$ cat src/design/lorenz_pkg.sv
// Shared types and codes for the Lorenz Euler-step core.
// Used by lorenz_alu, the top level and the port checker.
package lorenz_pkg;

    typedef enum logic [1:0] {
        REQ_STEP    = 2'd0,
        REQ_BATCH   = 2'd1,
        REQ_LOAD    = 2'd2,
        REQ_RESTORE = 2'd3
    } req_kind_t;

    typedef enum logic [2:0] {
        REG_SIGMA  = 3'd0,
        REG_RHO    = 3'd1,
        REG_BETA   = 3'd2,
        REG_STEP_H = 3'd3,
        REG_WARMUP = 3'd4
    } reg_index_t;

    typedef enum logic [3:0] {
        ST_IDLE,
        ST_PREP,
        ST_COEF,
        ST_XY,
        ST_NEWX,
        ST_TY,
        ST_TZ,
        ST_NEWY,
        ST_NEWZ
    } state_t;

    localparam logic [15:0] WARMUP_INIT = 16'd100;

    typedef struct packed {
        logic [1:0]         req_type;
        logic [6:0]         batch_count;
        logic signed [31:0] load_x;
        logic signed [31:0] load_y;
        logic signed [31:0] load_z;
    } req_t;

    typedef struct packed {
        logic signed [31:0] pos_x;
        logic signed [31:0] pos_y;
        logic signed [31:0] pos_z;
        logic               coords_valid;
        logic [31:0]        step_number;
        logic               from_batch;
        logic [5:0]         batch_index;
        logic               last;
    } res_t;

    // Control for the shared arithmetic unit
    typedef struct packed {
        logic mul_en;
        logic sub;
    } alu_op_t;

endpackage

$ cat src/design/lorenz_alu.sv
// Shared arithmetic unit: one 32x32 signed multiplier with a registered product,
// fixed-point rescale with saturation, and one saturating adder/subtractor.
// Depends on lorenz_pkg.
module lorenz_alu #(
    parameter int FRAC_BITS = 22
) (
    input  logic               clk,
    input  lorenz_pkg::alu_op_t op,
    input  logic signed [31:0] mul_a,
    input  logic signed [31:0] mul_b,
    input  logic signed [31:0] add_a,
    input  logic signed [31:0] add_b,
    output logic signed [31:0] fm,
    output logic signed [31:0] sum
);

    logic signed [63:0] prod_reg;
    logic signed [63:0] prod_next;
    logic signed [63:0] shifted;
    logic signed [32:0] wide_sum;

    assign prod_next = mul_a * mul_b;

    always_ff @(posedge clk)
    begin
        if (op.mul_en)
        begin
            prod_reg <= prod_next;
        end
    end

    // Arithmetic shift floors toward minus infinity
    assign shifted = prod_reg >>> FRAC_BITS;

    always_comb
    begin
        if (shifted[63:31] == {33{shifted[31]}})
        begin
            fm = shifted[31:0];
        end
        else if (shifted[63])
        begin
            fm = 32'sh8000_0000;
        end
        else
        begin
            fm = 32'sh7FFF_FFFF;
        end
    end

    always_comb
    begin
        if (op.sub)
        begin
            wide_sum = {add_a[31], add_a} - {add_b[31], add_b};
        end
        else
        begin
            wide_sum = {add_a[31], add_a} + {add_b[31], add_b};
        end
        if (wide_sum[32] != wide_sum[31])
        begin
            sum = wide_sum[32] ? 32'sh8000_0000 : 32'sh7FFF_FFFF;
        end
        else
        begin
            sum = wide_sum[31:0];
        end
    end

endmodule

$ cat src/design/lorenz_attractor_euler_step_core.sv
// Lorenz attractor generator, forward Euler steps in signed fixed point.
// Depends on lorenz_pkg and lorenz_alu.
//
//   channel   signals                          moves
//   in        in_valid / in_ready / in_data    one request per transfer
//   out       out_valid / out_ready / out_data one result per Euler step
//   config    wr_en / wr_index / wr_data       register write, no wait
//
// Each Euler step runs PREP, COEF, XY, NEWX, TY, TZ, NEWY, NEWZ: seven
// products pass in turn through the one shared multiplier, whose registered
// product is rescaled and summed in the following cycle. Batch steps run back
// to back; load and restore finish in idle. The input is ready only when idle.
// The output register lets the next step run while a result waits; a step
// holds in its final cycle while the output is full and not being taken.
// Reset restores the registers, the coordinates (0.1, 0, 0) and the counter.
module lorenz_attractor_euler_step_core #(
    parameter int MAX_BATCH = 64,
    parameter int FRAC_BITS = 22
) (
    input  logic              clk,
    input  logic              rst_n,
    input  logic              in_valid,
    output logic              in_ready,
    input  lorenz_pkg::req_t  in_data,
    output logic              out_valid,
    input  logic              out_ready,
    output lorenz_pkg::res_t  out_data,
    input  logic              wr_en,
    input  logic [2:0]        wr_index,
    input  logic [31:0]       wr_data
);

    localparam logic [63:0] ONE_Q   = 64'd1 << FRAC_BITS;
    localparam logic [63:0] SIGMA_Q = 64'd10 * ONE_Q;
    localparam logic [63:0] RHO_Q   = 64'd28 * ONE_Q;
    localparam logic [63:0] BETA_Q  = (64'd8 * ONE_Q + 64'd1) / 64'd3;
    localparam logic [63:0] H_Q     = (ONE_Q + 64'd50) / 64'd100;
    localparam logic [63:0] X_Q     = (ONE_Q + 64'd5) / 64'd10;
    localparam logic [63:0] Q_MAX   = 64'h0000_0000_7FFF_FFFF;

    localparam logic [31:0] SIGMA_INIT = (SIGMA_Q > Q_MAX) ? Q_MAX[31:0] : SIGMA_Q[31:0];
    localparam logic [31:0] RHO_INIT   = (RHO_Q > Q_MAX) ? Q_MAX[31:0] : RHO_Q[31:0];
    localparam logic [31:0] BETA_INIT  = (BETA_Q > Q_MAX) ? Q_MAX[31:0] : BETA_Q[31:0];
    localparam logic [22:0] H_INIT     = H_Q[22:0];
    localparam logic [31:0] X_INIT     = X_Q[31:0];
    localparam logic [6:0]  BATCH_CAP  = 7'(MAX_BATCH);

    lorenz_pkg::state_t state_reg, state_next;

    logic signed [31:0] sigma_reg, rho_reg, beta_reg;
    logic [22:0]        h_reg;
    logic [15:0]        warm_reg;

    logic signed [31:0] x_reg, x_next, y_reg, y_next, z_reg, z_next;
    logic [31:0]        cnt_reg, cnt_next;
    logic signed [31:0] ra_reg, ra_next, rb_reg, rb_next, rc_reg, rc_next, rd_reg, rd_next;
    logic [6:0]         rem_reg, rem_next;
    logic [5:0]         idx_reg, idx_next;
    logic               batch_reg, batch_next;
    logic               out_valid_reg, out_valid_next;
    lorenz_pkg::res_t   out_reg, out_next;
    logic               out_load;

    lorenz_pkg::alu_op_t op;
    logic signed [31:0] mul_a, mul_b, add_a, add_b, fm, sum, h_ext;
    logic [6:0]         batch_len;

    assign h_ext     = {9'd0, h_reg};
    assign in_ready  = (state_reg == lorenz_pkg::ST_IDLE);
    assign out_valid = out_valid_reg;
    assign out_data  = out_reg;
    assign batch_len = (in_data.batch_count > BATCH_CAP) ? BATCH_CAP : in_data.batch_count;

    lorenz_alu #(
        .FRAC_BITS (FRAC_BITS)
    ) u_alu (
        .clk   (clk),
        .op    (op),
        .mul_a (mul_a),
        .mul_b (mul_b),
        .add_a (add_a),
        .add_b (add_b),
        .fm    (fm),
        .sum   (sum)
    );

    // Configuration registers
    always_ff @(posedge clk or negedge rst_n)
    begin
        if (!rst_n)
        begin
            sigma_reg <= SIGMA_INIT;
            rho_reg   <= RHO_INIT;
            beta_reg  <= BETA_INIT;
            h_reg     <= H_INIT;
            warm_reg  <= lorenz_pkg::WARMUP_INIT;
        end
        else if (wr_en)
        begin
            unique case (wr_index)
                lorenz_pkg::REG_SIGMA:  sigma_reg <= wr_data;
                lorenz_pkg::REG_RHO:    rho_reg   <= wr_data;
                lorenz_pkg::REG_BETA:   beta_reg  <= wr_data;
                lorenz_pkg::REG_STEP_H: h_reg     <= wr_data[22:0];
                lorenz_pkg::REG_WARMUP: warm_reg  <= wr_data[15:0];
                default: ;
            endcase
        end
    end

    always_ff @(posedge clk or negedge rst_n)
    begin
        if (!rst_n)
        begin
            state_reg     <= lorenz_pkg::ST_IDLE;
            x_reg         <= X_INIT;
            y_reg         <= '0;
            z_reg         <= '0;
            cnt_reg       <= '0;
            rem_reg       <= '0;
            idx_reg       <= '0;
            batch_reg     <= 1'b0;
            out_valid_reg <= 1'b0;
        end
        else
        begin
            state_reg     <= state_next;
            x_reg         <= x_next;
            y_reg         <= y_next;
            z_reg         <= z_next;
            cnt_reg       <= cnt_next;
            rem_reg       <= rem_next;
            idx_reg       <= idx_next;
            batch_reg     <= batch_next;
            out_valid_reg <= out_valid_next;
        end
    end

    always_ff @(posedge clk)
    begin
        ra_reg  <= ra_next;
        rb_reg  <= rb_next;
        rc_reg  <= rc_next;
        rd_reg  <= rd_next;
        out_reg <= out_next;
    end

    // Sequencer: operand selection per cycle of the step schedule
    always_comb
    begin
        state_next     = state_reg;
        x_next         = x_reg;
        y_next         = y_reg;
        z_next         = z_reg;
        cnt_next       = cnt_reg;
        ra_next        = ra_reg;
        rb_next        = rb_reg;
        rc_next        = rc_reg;
        rd_next        = rd_reg;
        rem_next       = rem_reg;
        idx_next       = idx_reg;
        batch_next     = batch_reg;
        out_next       = out_reg;
        out_valid_next = out_valid_reg && !out_ready;
        out_load       = 1'b0;
        op             = '0;
        mul_a          = '0;
        mul_b          = '0;
        add_a          = '0;
        add_b          = '0;

        unique case (state_reg)
            lorenz_pkg::ST_IDLE:
            begin
                if (in_valid)
                begin
                    unique case (in_data.req_type)
                        lorenz_pkg::REQ_STEP:
                        begin
                            rem_next   = 7'd1;
                            idx_next   = '0;
                            batch_next = 1'b0;
                            state_next = lorenz_pkg::ST_PREP;
                        end
                        lorenz_pkg::REQ_BATCH:
                        begin
                            rem_next   = batch_len;
                            idx_next   = '0;
                            batch_next = 1'b1;
                            if (batch_len != 7'd0)
                            begin
                                state_next = lorenz_pkg::ST_PREP;
                            end
                        end
                        lorenz_pkg::REQ_LOAD:
                        begin
                            x_next = in_data.load_x;
                            y_next = in_data.load_y;
                            z_next = in_data.load_z;
                        end
                        lorenz_pkg::REQ_RESTORE:
                        begin
                            x_next   = X_INIT;
                            y_next   = '0;
                            z_next   = '0;
                            cnt_next = '0;
                        end
                    endcase
                end
            end
            lorenz_pkg::ST_PREP:
            begin
                op.mul_en  = 1'b1;
                mul_a      = h_ext;
                mul_b      = sigma_reg;
                op.sub     = 1'b1;
                add_a      = y_reg;
                add_b      = x_reg;
                ra_next    = sum;
                state_next = lorenz_pkg::ST_COEF;
            end
            lorenz_pkg::ST_COEF:
            begin
                op.mul_en  = 1'b1;
                mul_a      = x_reg;
                mul_b      = y_reg;
                rb_next    = fm;
                op.sub     = 1'b1;
                add_a      = rho_reg;
                add_b      = z_reg;
                rc_next    = sum;
                state_next = lorenz_pkg::ST_XY;
            end
            lorenz_pkg::ST_XY:
            begin
                op.mul_en  = 1'b1;
                mul_a      = rb_reg;
                mul_b      = ra_reg;
                rd_next    = fm;
                state_next = lorenz_pkg::ST_NEWX;
            end
            lorenz_pkg::ST_NEWX:
            begin
                op.mul_en  = 1'b1;
                mul_a      = x_reg;
                mul_b      = rc_reg;
                add_a      = x_reg;
                add_b      = fm;
                ra_next    = sum;
                state_next = lorenz_pkg::ST_TY;
            end
            lorenz_pkg::ST_TY:
            begin
                op.mul_en  = 1'b1;
                mul_a      = beta_reg;
                mul_b      = z_reg;
                op.sub     = 1'b1;
                add_a      = fm;
                add_b      = y_reg;
                rb_next    = sum;
                state_next = lorenz_pkg::ST_TZ;
            end
            lorenz_pkg::ST_TZ:
            begin
                op.mul_en  = 1'b1;
                mul_a      = h_ext;
                mul_b      = rb_reg;
                op.sub     = 1'b1;
                add_a      = rd_reg;
                add_b      = fm;
                rc_next    = sum;
                state_next = lorenz_pkg::ST_NEWY;
            end
            lorenz_pkg::ST_NEWY:
            begin
                op.mul_en  = 1'b1;
                mul_a      = h_ext;
                mul_b      = rc_reg;
                add_a      = y_reg;
                add_b      = fm;
                rb_next    = sum;
                state_next = lorenz_pkg::ST_NEWZ;
            end
            lorenz_pkg::ST_NEWZ:
            begin
                add_a    = z_reg;
                add_b    = fm;
                // Hold here until the output register is free or being taken
                out_load = !out_valid_reg || out_ready;
                if (out_load)
                begin
                    x_next                = ra_reg;
                    y_next                = rb_reg;
                    z_next                = sum;
                    out_next.pos_x        = ra_reg;
                    out_next.pos_y        = rb_reg;
                    out_next.pos_z        = sum;
                    out_next.coords_valid = cnt_reg > {16'd0, warm_reg};
                    out_next.step_number  = cnt_reg;
                    out_next.from_batch   = batch_reg;
                    out_next.batch_index  = idx_reg;
                    out_next.last         = (rem_reg == 7'd1);
                    out_valid_next        = 1'b1;
                    if (cnt_reg != 32'hFFFF_FFFF)
                    begin
                        cnt_next = cnt_reg + 32'd1;
                    end
                    rem_next = rem_reg - 7'd1;
                    idx_next = idx_reg + 6'd1;
                    state_next = (rem_reg == 7'd1) ? lorenz_pkg::ST_IDLE : lorenz_pkg::ST_PREP;
                end
            end
            default:
            begin
                state_next = lorenz_pkg::ST_IDLE;
            end
        endcase
    end

endmodule

$ cat config.mk
export PLATFORM = sky130hd
export DESIGN_NAME = lorenz_attractor_euler_step_core
export DESIGN_NICKNAME = d
export VERILOG_FILES = /design/src/design/lorenz_pkg.sv /design/src/design/lorenz_alu.sv /design/src/design/lorenz_attractor_euler_step_core.sv
export SDC_FILE = /design/constraint.sdc
export NUM_CORES = 2
export LEC_CHECK = 0
export BUFFER_PORTS_ARGS = -buffer_cell sky130_fd_sc_hd__buf_4
export CORE_MARGIN = 2
export CORE_UTILIZATION = 50
export DETAILED_ROUTE_END_ITERATION = 8
export PLACE_DENSITY = 0.71
export SETUP_SLACK_MARGIN = 0.1
export SYNTH_ARGS = -nofsm -noshare
export SYNTH_HDL_FRONTEND = slang
export SYNTH_SLANG_ARGS = --single-unit
$ cat constraint.sdc
create_clock -name clk -period 12.8 [get_ports clk]
set_clock_uncertainty 0.2 [all_clocks]
set_input_delay 0.64 -clock clk [delete_from_list [all_inputs] [get_ports clk]]
set_output_delay 0.64 -clock clk [all_outputs]
set_load 0.02 [all_outputs]
Word level (Yosys, flattened, before mapping)
Index checks and enable logic that the tools add are counted.
{ "totals": {"input_bits": 145, "ff_bits": 611, "latchBits": 0, "out_inout_bits": 139, "ram_bits": 0, "memories": 0, "rom_bits": 0} }
{ "op_classes": {"div_mod_pow": 0, "reduce_logical": 34, "n_mux": 47, "multipliers": 1, "n_eq_ne": 27, "n_addsub": 5, "bitwise_logic": 0, "n_shift": 0, "magnitude_cmp": 2} }
{ "ops": {"columns": ["operator", "count"], "rows": [
  ["32-bit one-hot mux with 2 select lines", 8],
  ["32-bit two-way mux", 14],
  ["32-bit one-hot mux with 6 select lines", 2],
  ["32-bit one-hot mux with 4 select lines", 2],
  ["32-bit by 32-bit multiplier with 64-bit output", 1],
  ["4-bit one-hot mux with 9 select lines", 1],
  ["32-bit by 32-bit adder with 33-bit output", 1],
  ["33-bit two-way mux", 1],
  ["32-bit by 32-bit subtractor with 33-bit output", 1],
  ["32-bit by 1-bit adder with 32-bit output, second input constant", 1],
  ["32-bit == test", 1],
  ["32-bit by 16-bit greater-than comparator with 1-bit output", 1],
  ["32-bit != test, second input constant", 1],
  ["7-bit one-hot mux with 2 select lines", 2],
  ["7-bit two-way mux", 3],
  ["6-bit two-way mux", 3],
  ["4-bit by 3-bit == test with 1-bit output, second input constant", 4],
  ["4-bit AND reduction", 4],
  ["2-bit OR reduction", 7],
  ["4-bit two-way mux", 3],
  ["6-bit one-hot mux with 2 select lines", 1],
  ["2-bit AND reduction", 6],
  ["4-bit by 2-bit == test with 1-bit output, second input constant", 2],
  ["2-bit != test, second input constant", 4],
  ["other kinds (31)", 42]
]} }

Depth between registers and ports, before layout
{ "logic_depth": {"depth_word": 9, "mapped_depth": 41} }

Cells and area by module
A second synthesis with hierarchy kept.
{ "unflattened": {"cells_unflattened": 6237, "area_unflattened_um2": 63845.0} }
{ "modules_own_cells": {"columns": ["module", "seq_area_each_um2", "cells_per_inst", "area_per_inst_um2", "n_inst"], "rows": [
  ["lorenz_alu", 1261.2, 4256, 39660.5, 1],
  ["lorenz_attractor_euler_step_core", 15065.7, 1981, 24184.4, 1]
]} }

Worst setup path before layout
Ideal clock, no wire load.
{ "synth_path": {"path_type": "flip-flop to flip-flop", "from": "register state_reg[1]", "to": "register u_alu.prod_reg[59], data pin", "synth_period_minus_slack_ns": 10.942, "path_stages_with_launch": 36, "arrival_ns": 10.468, "path_buffers": 7, "slack_ns": 1.858, "t_required_ns": 12.327, "cell_sequence": "dfrtp_1 buf_4 buf_4 buf_2 nand2_1 nor3_1 clkbuf_1 clkbuf_1 clkbuf_1 nand2_1 nand4_1 clkbuf_1 nand2_1 fa_1 inv_1 fa_1 inv_1 fa_1 fa_1 inv_1 fa_1 fa_1 fa_1 fa_1 ha_1 a21oi_1 o21ai_0 a21o_1 a2111oi_0 o21bai_1 a221oi_1 nand3_1 a211oi_1 o31ai_1 a2111oi_0 a211oi_1"} }
{ "synth_between": {"elab_chain_cells": 4} }
{ "synth_rtl": {"columns": ["item", "line_no", "source"], "rows": [
  ["start: declaration", "lorenz_attractor_euler_step_core.sv:48", "lorenz_pkg::state_t state_reg, state_next;"],
  ["start signal: assignment", "lorenz_attractor_euler_step_core.sv:115", "state_reg <= lorenz_pkg::ST_IDLE;"],
  ["start signal: assignment", "lorenz_attractor_euler_step_core.sv:127", "state_reg <= state_next;"],
  ["4-bit by 3-bit == test with 1-bit output (tied with other cells)", "lorenz_attractor_euler_step_core.sv:172", "unique case (state_reg)"],
  ["3-bit OR reduction (no source line) or 2-bit OR reduction (tied branches)", null, null],
  ["32-bit one-hot mux with 4 select lines or 32-bit one-hot mux with 6 select lines (tied branches)", "lorenz_attractor_euler_step_core.sv:172", null],
  ["32-bit by 32-bit multiplier with 64-bit output (*)", "lorenz_alu.sv:22", "assign prod_next = mul_a * mul_b;"],
  ["via u_alu.prod_next[59]", "lorenz_alu.sv:18", "logic signed [63:0] prod_next;"],
  ["end signal: assignment", "lorenz_alu.sv:28", "prod_reg <= prod_next;"],
  ["end: declaration", "lorenz_alu.sv:17", "logic signed [63:0] prod_reg;"]
]} }
The timed path passes the listed nets; every way through them passes the cells marked *.
A chain may end at the register's enable or synchronous reset.

Worst setup path in the final report
{ "layout_path": {"from": "register state_reg[2]", "to": "register u_alu.prod_reg[59], data pin"} }
Same word-level chain as after synthesis.

==> qor.yml <==
status: "finished, violations left"
violations: "max-slew violations"
crit_fanout: 37
area_growth_pct: 9.46
ys_types: 99
finalSetupViolCount: 0
multi_input_area_mm2: 0.0421
clock-sinks: 589
post_cts_buffers: 0
totalWireLength_um: 239000
crit_family: "adder cells"
hold_class: "primary input to flip-flop"
cts_resized: 0
slew_violations: 9
drt_first_pass_iters: 9
critPathKind: "flip-flop to flip-flop"
synth_compound_area_frac: 0.0888
root_buffer: "clkbuf_16"
worstSetupStartpointType: "flip-flop"
rows: 131
cpMostUsedCell: "fa_1"
cts_tree: "done"
largest_reg_flops: 137
syn_avg_cell_area_um2: 9.88
synth.area.mux_share: 0.0233
critPathBufInv: 3
coreArea_mm2: 0.127
critPathMaxStageDelay_ns: 1.25
synth_fa_ha_area_frac: 0.384
tns_ns: 0
syn_inst: 6472
place_congestion: 1.04
vias_per_cell: 6.24
netlist_area_mm2: 0.0640
grt.total_usage: 0.369
slew_headroom: -0.0188
worstPathArrival_ns: 12.48
gr-total-overflow: 0
initial_core_util: 0.503
final_net_count: 8059
end_kind: "flip-flop"
die_h_um: 362
grt_first_pass_wirelength_um: 353000
port_buffers: 283
synth-edff-count: 307
finalHoldViolCount: 0
ctsHoldBuffers: 1
place_hpwl_um: 182000
synth-seq-area-share: 0.255
fmax_ghz: 0.0813
htreeDepth: 2
synth_xor_area_frac: 0.0190
grt_pass1_vias: 53700
min_period_over_period: 0.961
drc_errors: 0
ys_ff_latch: 589
cp_slowest_cell: "nor4bb_4"
holdWs_ns: 0.0456
worst_pin_slew_ns: 1.53
ys_warn_count: 0
ioPinCount: 284
drt_iter0_drc: 7096
grt_start_max_net_pins: 96
syn_nets: 7932
clk_latency_ns: 0.65
clockBufferDepth: 3
seq_area_mm2: 0.0163
hold-path-cell-count: 3
wl_per_cell_um: 28.8
drv_cap: 0
drive_above_1_share: 0.119
antenna_found_initial: 10
fin_crit_ns: 12.30
dieArea_mm2: 0.131
die-width_um: 362
cp_num_cells: 27
crit_required_ns: 12.98
synth_top_family_by_area: "adder cells"
cts_buffers: 55
rsz0062_at_grt: "no"
worstRegToRegCells: 27
path_clk_slew_ns: 0.07
fillerInstances: 11200
async_flop_share: 0.479
synth_ff_type: "edfxtp_1"
ant_nets: 0
synthSimpleGateAreaFrac: 0.141
vias: 51900
## worst paths after layout
path	startpoint	end	slack [ns]
worst max-delay path	state_reg[2]	u_alu.prod_reg[59]	0.50
worst min-delay path	wr_data[1]	warm_reg[1]	0.05
worst max register to register	state_reg[2]	u_alu.prod_reg[59]	0.50
worst min register to register	batch_reg	out_data[7]	0.26
max in group asynchronous	rst_n	y_reg[8]	9.77
min in group asynchronous	rst_n	z_reg[28]	0.46
## cell type report
class | count | share of cell area
flip-flops and latches | 589 | 0.233
well taps | 1662 | 0.0297
diodes | 12 | 0.000429
repair buffers | 442 | 0.0486
multi-input cells | 4419 | 0.602
clock buffers | 71 | 0.0216
inverters | 1092 | 0.0586
clock inverters | 33 | 0.00584
## logic make-up after synthesis
group | after synthesis
AND/OR/NAND/NOR | 2019
AO/OA/AOI/OAI | 814
XOR/XNOR | 139
multiplexers | 132
adder cells (fa/ha/maj) | 1315
buffers and inverters | 1464
flip-flops | 589
## tightest hold or removal path, cell delays in order
cell and delay (ns):
buf_4 0.11, nand2_1 0.04, o21ai_0 0.06
## synthesized netlist by cell type (all sizes together) (9+ instances only)
cell | number | area [µm²]
inv | 1090 | 4090
fa | 1082 | 21700
nand2 | 879 | 3300
nor2 | 659 | 2480
edfxtp | 307 | 9220
clkbuf | 292 | 1100
dfrtp | 241 | 6030
ha | 233 | 2920
a21oi | 198 | 1010
mux2 | 123 | 1390
o21ai | 120 | 608
nand3 | 112 | 561
a222oi | 100 | 1000
a31oi | 78 | 488
buf | 78 | 459
xor2 | 71 | 622
xnor2 | 68 | 596
nand4 | 66 | 419
a21o | 58 | 435
a22oi | 55 | 413
and4 | 53 | 467
o211ai | 52 | 390
nor3 | 51 | 324
dfstp | 41 | 1080
and2 | 36 | 225
and3 | 34 | 218
a211oi | 26 | 268
nand2b | 22 | 138
nor3b | 22 | 220
nor4 | 22 | 184
o22ai | 22 | 138
or3 | 21 | 131
o211a | 19 | 190
nor2b | 18 | 113
o21a | 16 | 120
a21boi | 10 | 75.1
mux2i | 9 | 103
## cell usage in the layout, fill, tap and decap left out, drive strengths merged, types with 58 or more instances in the layout
cell,instances
nor2,659
nand2,879
o21ai,120
inv,1095
ha,233
dfrtp,241
clkbuf,71
xnor2,68
a222oi,100
a31oi,78
nand3,112
a21o,58
buf,441
xor2,71
a21oi,198
mux2,123
edfxtp,307
fa,1082
nand4,66
## per-layer routing
layer | up-vias | global-route usage | routed length, µm
met4 | 4 | 0.234 | 18500
met2 | 3782 | 0.556 | 105000
met3 | 940 | 0.103 | 30100
met5 | - | 0 | 27
met1 | 26100 | 0.471 | 85500
li1 | 21100 | - | -
## through the flow
| step | utilization | cells | setup slack, ns | area (µm²) |
|---|---|---|---|---|
| 2_1_floorplan | - | 6472 | 1.86 | 64000 |
| 3_3_place_gp | 0.535 | 8202 | 1.05 | 68000 |
| 3_5_place_dp | 0.535 | 8203 | 0.917 | 68000 |
| 4_1_cts | 0.550 | 8308 | 0.869 | 70000 |
| 5_1_grt | 0.550 | 8308 | 0.103 | 70000 |
| 6_report | 0.550 | 8320 | 0.499 | 70000 |
Power is left out: the tool's default activity adds up to more than one toggle a clock period on the data nets, which glitch-free logic cannot reach.
